<file path="src/rccm_pkg.sv">
// Shared types, constants and helper functions of the character class matcher.
`default_nettype none

package rccm_pkg;

	// Configuration port geometry
	localparam int MAX_RANGES       = 4;
	localparam int RANGE_W          = 16;
	localparam int CFG_DATA_W       = 64;
	localparam int CFG_IDX_W        = 3;
	localparam int RANGE_ENTRIES_DEF = MAX_RANGES;
	localparam int CLASS_W          = 6;

	// Register indexes of the configuration port
	typedef enum logic [CFG_IDX_W-1:0] {
		REG_RANGE_TABLE  = 3'd0,
		REG_RANGE_ENABLE = 3'd1,
		REG_CLASS_MASK   = 3'd2,
		REG_INVERT       = 3'd3,
		REG_CASE_FOLD    = 3'd4
	} cfg_reg_t;

	// Bit positions in the shorthand class mask
	localparam int CLS_DIGIT    = 0;
	localparam int CLS_NONDIGIT = 1;
	localparam int CLS_WORD     = 2;
	localparam int CLS_NONWORD  = 3;
	localparam int CLS_SPACE    = 4;
	localparam int CLS_NONSPACE = 5;

	// Character constants
	localparam logic [7:0] CHAR_ZERO       = 8'h30;
	localparam logic [7:0] CHAR_NINE       = 8'h39;
	localparam logic [7:0] CHAR_UPPER_A    = 8'h41;
	localparam logic [7:0] CHAR_UPPER_Z    = 8'h5A;
	localparam logic [7:0] CHAR_LOWER_A    = 8'h61;
	localparam logic [7:0] CHAR_LOWER_Z    = 8'h7A;
	localparam logic [7:0] CHAR_UNDERSCORE = 8'h5F;
	localparam logic [7:0] CHAR_SPACE      = 8'h20;
	localparam logic [7:0] FOLD_MASK       = 8'h20;

	// Bound compares of one range entry, plain and case folded
	typedef struct packed {
		logic in_lo;    // low <= char
		logic in_hi;    // char <= high
		logic fold_ok;  // folding on and both ends are letters
		logic fin_lo;   // folded low <= char
		logic fin_hi;   // char <= folded high
	} range_cmp_t;

	function automatic logic is_letter(input logic [7:0] b);
		return ((b >= CHAR_LOWER_A) && (b <= CHAR_LOWER_Z)) ||
			((b >= CHAR_UPPER_A) && (b <= CHAR_UPPER_Z));
	endfunction

	function automatic logic is_digit(input logic [7:0] b);
		return (b >= CHAR_ZERO) && (b <= CHAR_NINE);
	endfunction

endpackage

`default_nettype wire

</file>
<file path="src/regex_char_class_matcher.sv">
// Regex bracket class matcher: three stage pipeline, one byte per cycle while the output is not stalled.
// An input transfer passes through stage 1, stage 2 and stage 3 before its result shows on m_tdata.
// Throughput: one byte per cycle; each stage holds when the one after it is full and stalled.
// Stage 1 registers the byte, stage 2 the range compares and shorthand predicates, stage 3 the class result.
// Reset (arst_n low, asynchronous) empties the pipeline and clears every class register.
`default_nettype none

module regex_char_class_matcher
	import rccm_pkg::*;
#(
	parameter int RANGE_ENTRIES = RANGE_ENTRIES_DEF
) (
	input  logic                  clk,
	input  logic                  arst_n,
	// configuration write port
	input  logic                  cfg_we,
	input  logic [CFG_IDX_W-1:0]  cfg_idx,
	input  logic [CFG_DATA_W-1:0] cfg_data,
	// input byte stream
	input  logic                  s_tvalid,
	output logic                  s_tready,
	input  logic [7:0]            s_tdata,   // [7:0] char_in
	// result stream
	output logic                  m_tvalid,
	input  logic                  m_tready,
	output logic [7:0]            m_tdata    // [0] matched, [7:1] zero
);

	localparam int TABLE_W = RANGE_ENTRIES * RANGE_W;

	// Class registers
	logic [TABLE_W-1:0]       range_table_q;
	logic [RANGE_ENTRIES-1:0] range_enable_q;
	logic [CLASS_W-1:0]       class_mask_q;
	logic                     invert_q;
	logic                     case_fold_q;

	// Pipeline registers
	logic                     v_s1, v_s2, v_s3;
	logic [7:0]               char_s1;
	range_cmp_t               cmp_s2 [RANGE_ENTRIES];
	logic                     digit_s2, word_s2, space_s2;
	logic                     matched_s3;

	logic                     rdy_s1, rdy_s2, rdy_s3;
	range_cmp_t               cmp_w [RANGE_ENTRIES];
	logic                     hit;

	// Write class registers; unknown indexes are dropped
	always_ff @(posedge clk or negedge arst_n) begin
		if (!arst_n) begin
			range_table_q  <= '0;
			range_enable_q <= '0;
			class_mask_q   <= '0;
			invert_q       <= 1'b0;
			case_fold_q    <= 1'b0;
		end else if (cfg_we) begin
			unique case (cfg_reg_t'(cfg_idx))
				REG_RANGE_TABLE:  range_table_q  <= cfg_data[TABLE_W-1:0];
				REG_RANGE_ENABLE: range_enable_q <= cfg_data[RANGE_ENTRIES-1:0];
				REG_CLASS_MASK:   class_mask_q   <= cfg_data[CLASS_W-1:0];
				REG_INVERT:       invert_q       <= cfg_data[0];
				REG_CASE_FOLD:    case_fold_q    <= cfg_data[0];
				default: ;
			endcase
		end
	end

	// Each stage takes new data when empty or when its contents move on
	assign rdy_s3   = !v_s3 || m_tready;
	assign rdy_s2   = !v_s2 || rdy_s3;
	assign rdy_s1   = !v_s1 || rdy_s2;
	assign s_tready = rdy_s1;

	// Stage 1: hold the byte
	always_ff @(posedge clk or negedge arst_n) begin
		if (!arst_n) begin
			v_s1 <= 1'b0;
		end else if (rdy_s1) begin
			v_s1 <= s_tvalid;
		end
	end

	always_ff @(posedge clk) begin
		if (rdy_s1 && s_tvalid) begin
			char_s1 <= s_tdata;
		end
	end

	// Stage 2: range bound compares and shorthand predicates
	for (genvar g = 0; g < RANGE_ENTRIES; g++) begin : g_range
		rccm_range_cmp u_cmp (
			.lo   (range_table_q[g*RANGE_W +: 8]),
			.hi   (range_table_q[g*RANGE_W + 8 +: 8]),
			.ch   (char_s1),
			.fold (case_fold_q),
			.cmp  (cmp_w[g])
		);
	end

	always_ff @(posedge clk or negedge arst_n) begin
		if (!arst_n) begin
			v_s2 <= 1'b0;
		end else if (rdy_s2) begin
			v_s2 <= v_s1;
		end
	end

	always_ff @(posedge clk) begin
		if (rdy_s2 && v_s1) begin
			cmp_s2   <= cmp_w;
			digit_s2 <= is_digit(char_s1);
			word_s2  <= is_letter(char_s1) || is_digit(char_s1) ||
				(char_s1 == CHAR_UNDERSCORE);
			space_s2 <= (char_s1 == CHAR_SPACE);
		end
	end

	// Stage 3: OR of enabled members, then apply negation
	always_comb begin
		hit = 1'b0;
		for (int i = 0; i < RANGE_ENTRIES; i++) begin
			if (range_enable_q[i] &&
				((cmp_s2[i].in_lo && cmp_s2[i].in_hi) ||
				 (cmp_s2[i].fold_ok && cmp_s2[i].fin_lo && cmp_s2[i].fin_hi))) begin
				hit = 1'b1;
			end
		end
		if (class_mask_q[CLS_DIGIT]    &&  digit_s2) hit = 1'b1;
		if (class_mask_q[CLS_NONDIGIT] && !digit_s2) hit = 1'b1;
		if (class_mask_q[CLS_WORD]     &&  word_s2)  hit = 1'b1;
		if (class_mask_q[CLS_NONWORD]  && !word_s2)  hit = 1'b1;
		if (class_mask_q[CLS_SPACE]    &&  space_s2) hit = 1'b1;
		if (class_mask_q[CLS_NONSPACE] && !space_s2) hit = 1'b1;
	end

	always_ff @(posedge clk or negedge arst_n) begin
		if (!arst_n) begin
			v_s3 <= 1'b0;
		end else if (rdy_s3) begin
			v_s3 <= v_s2;
		end
	end

	always_ff @(posedge clk) begin
		if (rdy_s3 && v_s2) begin
			matched_s3 <= hit ^ invert_q;
		end
	end

	assign m_tvalid = v_s3;
	assign m_tdata  = {7'd0, matched_s3};

	// An empty pipeline always takes a byte
	a_empty_ready: assert property (@(posedge clk) disable iff (!arst_n)
		(!v_s1 && !v_s2 && !v_s3) |-> s_tready)
		else $error("empty pipeline refused a byte");

	// A stalled result is never dropped
	a_hold_result: assert property (@(posedge clk) disable iff (!arst_n)
		(v_s3 && !m_tready) |=> v_s3)
		else $error("stalled result lost");

	// An empty, non-negated class never matches
	a_empty_class: assert property (@(posedge clk) disable iff (!arst_n)
		(m_tvalid && (range_enable_q == '0) && (class_mask_q == '0) && !invert_q)
		|-> !m_tdata[0])
		else $error("empty class reported a match");

endmodule

`default_nettype wire

</file>
<file path="src/rccm_range_cmp.sv">
// Bound compares of one range entry against one character, with case folding.
`default_nettype none

module rccm_range_cmp
	import rccm_pkg::*;
(
	input  logic [7:0] lo,
	input  logic [7:0] hi,
	input  logic [7:0] ch,
	input  logic       fold,
	output range_cmp_t cmp
);

	logic [7:0] flo;
	logic [7:0] fhi;

	// Flip bit 5 of both ends for the other letter case
	assign flo = lo ^ FOLD_MASK;
	assign fhi = hi ^ FOLD_MASK;

	assign cmp.in_lo   = (lo <= ch);
	assign cmp.in_hi   = (ch <= hi);
	assign cmp.fold_ok = fold && is_letter(lo) && is_letter(hi);
	assign cmp.fin_lo  = (flo <= ch);
	assign cmp.fin_hi  = (ch <= fhi);

endmodule

`default_nettype wire
</file>
<file path="config.mk">
export PLATFORM = sky130hd
export DESIGN_NAME = regex_char_class_matcher
export DESIGN_NICKNAME = d
export VERILOG_FILES = /design/src/rccm_pkg.sv /design/src/regex_char_class_matcher.sv /design/src/rccm_range_cmp.sv
export SDC_FILE = /design/constraint.sdc
export NUM_CORES = 1
export LEC_CHECK = 0
export BUFFER_PORTS_ARGS = -buffer_cell sky130_fd_sc_hd__clkbuf_2
export CORE_MARGIN = 2
export CORE_UTILIZATION = 45
export DETAILED_ROUTE_END_ITERATION = 10
export PLACE_DENSITY_LB_ADDON = 0.1
export SLEW_MARGIN = 20
export SYNTH_ARGS = -nofsm -noshare
export SYNTH_HDL_FRONTEND = slang
export SYNTH_SLANG_ARGS = --single-unit
</file>
<file path="constraint.sdc">
create_clock -name clk -period 2.6 [get_ports clk]
set_input_delay 0.13 -clock clk [delete_from_list [all_inputs] [get_ports clk]]
set_output_delay 0.13 -clock clk [all_outputs]
set_load 0.03 [all_outputs]
</file>
==> run_results.csv <==
group,metric,value,unit
placement,io_buffers,82,
final_layout,nets,882,
grt,grt_pass1_vias,4934,
detailed_routing,wirelength,15.6,mm
grt,track_usage,0.220,
setup_path,r2r_slack,380,ps
die,die_h,123,µm
setup_path,required,2700,ps
sta,fin_skew,5.46,ps
run_status,status,"finished, final reports clean",
sta,setup_tns,0,ps
synthesis,yosys_warnings,0,
final_layout,area_growth,21.1,%
placement,hpwlAfterDp,11.1,mm
synthesis,yosys-top-cells-count,"dfrtp_1 (79), ha_1 (72), nand2_1 (62)",
grt,overflow,0,
power_and_ir_drop,clkPwrFrac,0.270,
setup_path,start_kind,"register",
sta,fin_crit_sh,0.855,
die,die_w,123,µm
setup_path,path_class,"reg -> reg",
setup_path,crit_arrival,2320,ps
setup_path,end_kind,"register",
clock_network,clkLatencyLatePin,350,ps
grt,antenna_found_initial,0,
worst_hold_path,holdCritPathClass,"in -> reg",
synthesis,syn_inst,597,
detailed_routing,drt_iter0_drc,345,
detailed_routing,antenna_left,0,
synthesis,synth_cell_types,44,
synthesis,synth-async-reset-ratio,0.712,
clock_network,htreeDepth,3,
sta,hold_slack,1.37,ps
power_and_ir_drop,power_density,693,nW/µm²
sta,tightest_slew,737,ps
clock_network,cts_setup_buffers,0,
die,die-area,15200,µm²
power_and_ir_drop,finalPower,5.38,mW
sta,hold_viol,0,
clock_network,tritoncts,"yes",
clock_network,clkTransAtPathRegs,70,ps
final_layout,n_antenna_cell,0,
detailed_routing,wl_per_cell,17.0,µm
clock_network,cts_made_buffers,9,
synthesis,yosys_register_bits,111,
sta,max-slew-margin-rel,0.509,
die,fp-row-count,43,
clock_network,cts_root_buffer,"clkbuf_16",
power_and_ir_drop,netSwitchingPower,1.68,mW
synthesis,syn_area,6410,µm²
power_and_ir_drop,internal_power,3.70,mW
sta,fmaxAchievable,0.450,GHz
clock_network,ctsHoldBuffers,48,
power_and_ir_drop,switching_share,0.312,
power_and_ir_drop,seqPwrFrac,0.452,
clock_network,clock-sinks,111,
placement,place_congestion,0.866,
die,pin_count,90,
job,maxCapViolCount,0,
grt,grt_pass1_wl,25.2,mm
synthesis,ys.flop_type,"dfrtp_1",
power_and_ir_drop,leakage,3.50,nW
setup_path,worstPathMaxFanout,10,
synthesis,synth.avg_cell_area,10.7,µm²
synthesis,synth_top_area_frac,0.308,
clock_network,clockBufferDepth,2,
grt,grt_max_degree,101,
detailed_routing,drc_errors,0,
synthesis,yosysTopAreaCell,"dfrtp_1",
synthesis,yosysMostFrequentCell,"dfrtp_1",
power_and_ir_drop,ir_drop,0.310,mV
synthesis,synth_edf_count,32,
sta,rsz0062_at_grt,"no",
synthesis,yosys-top-cells-area,"dfrtp_1 (31%), edfxtp_1 (15%), ha_1 (14%), o21ai_0 (4.8%), mux2_4 (4.7%)",
sta,setup_viol_count_final,0,
clock_network,cts.repair.resized,0,
die,start_util,0.462,
detailed_routing,via_per_inst,5.43,
die,core_region_area,13900,µm²
detailed_routing,num_vias,4970,
sta,finalWorstPathRequiredPeriod,2220,ps
final_layout,drive_above_1_share,0.185,
detailed_routing,dr.pass1.iters,5,
sta,drv_slew,0,
synthesis,yosysSeqAreaShare,0.458,
power_and_ir_drop,pwr-share-comb,0.278,
## flip-flops by register name (all words and copies together), names as in the netlist
signal and flops:
case_fold_q 1, char_s1 8, class_mask_q 6, cmp_s2 20, digit_s2 1, invert_q 1
m_tvalid 1, matched_s3 1, range_enable_q 4, range_table_q 64, space_s2 1, v_s1 1
v_s2 1, word_s2 1
## cells by family after synthesis
group,Yosys count,synth area share
and+or+nand+nor,154,0.123
muxes,43,0.0867
xor gates and xnor gates,1,0.00137
other,1,0.000585
adders and majority gates,72,0.141
buffers and inverters,76,0.0593
AOI/OAI and AO/OA,139,0.130
DFF,111,0.458
## metrics by stage
step / util / cells / setup slack (ps) / cell area (µm²)
after floorplan: - / 603 / 761 / 6430
after global placement: 0.501 / 850 / 416 / 6960
after CTS: 0.558 / 914 / 369 / 7750
final: 0.559 / 915 / 377 / 7760
after detailed placement: 0.501 / 850 / 394 / 6960
after global routing: 0.559 / 915 / 258 / 7760
## layer usage
metal | GRT usage | wire length, µm | share of wire | up-vias
met5 | 0 | 0 | 0 | -
met4 | 0.0625 | 215 | 0.014 | 0
met3 | 0.0304 | 732 | 0.047 | 14
met2 | 0.373 | 7670 | 0.49 | 145
met1 | 0.294 | 6960 | 0.45 | 2408
li1 | - | - | - | 2403
## final cells by class
cell class | instances | area, µm²
Clock buffer | 14 | 274
Clock inverter | 2 | 37.5
Fill cell | 1220 | 6120
Inverter | 56 | 210
Multi-Input combinational cell | 416 | 3120
Sequential cell | 111 | 2940
Tap cell | 180 | 225
Timing Repair Buffer | 136 | 957
## worst max-delay path: stages, from the launching register on
cell       delay [ps]
edfxtp_1          610
inv_1             320
ha_1              440
inv_1              90
or3_1             370
a2bb2oi_1         140
## final timing paths
path | start | endpoint | cells after the start
worst max register to register | char_s1[5] | cmp_s2[6] | 5
max in group asynchronous | arst_n | class_mask_q[5] | 2
min in group asynchronous | arst_n | range_table_q[41] | 2
worst min register to register | v_s1 | v_s2 | 1
worst max-delay path | char_s1[5] | cmp_s2[6] | 5
worst min-delay path | cfg_data[10] | range_table_q[10] | 3
## power by group through the flow
stage | combinational, mW | clock [mW] | sequential, mW
after floorplan | 1.06 | 0 | 2.36
after global placement | 1.35 | 0 | 2.46
after detailed placement | 1.43 | 0 | 2.46
after CTS | 1.49 | 1.48 | 2.43
after global routing | 1.70 | 1.56 | 2.48
final | 1.50 | 1.45 | 2.43
## cells in the final DEF, fill, tap and decap left out, drive strengths merged, types with 2 or more instances in the layout
| cell | n |
|---|---|
| a2bb2oi | 11 |
| o21ai | 61 |
| nand2 | 62 |
| ha | 72 |
| a32o | 4 |
| nand4 | 12 |
| nand2b | 12 |
| clkbuf | 95 |
| dfrtp | 79 |
| conb | 7 |
| a21oi | 43 |
| o31ai | 5 |
| or3 | 10 |
| and2 | 3 |
| o32ai | 4 |
| inv | 56 |
| nor4b | 2 |
| nor2b | 9 |
| nand3 | 14 |
| a211o | 3 |
| mux2 | 40 |
| dlygate4sd3 | 49 |
| o41a | 5 |
| nor3 | 7 |
| mux2i | 3 |
| nor2 | 9 |
| nor4 | 4 |
| or4 | 4 |
| edfxtp | 32 |
| buf | 6 |
Power figures use the tool's default switching activity.
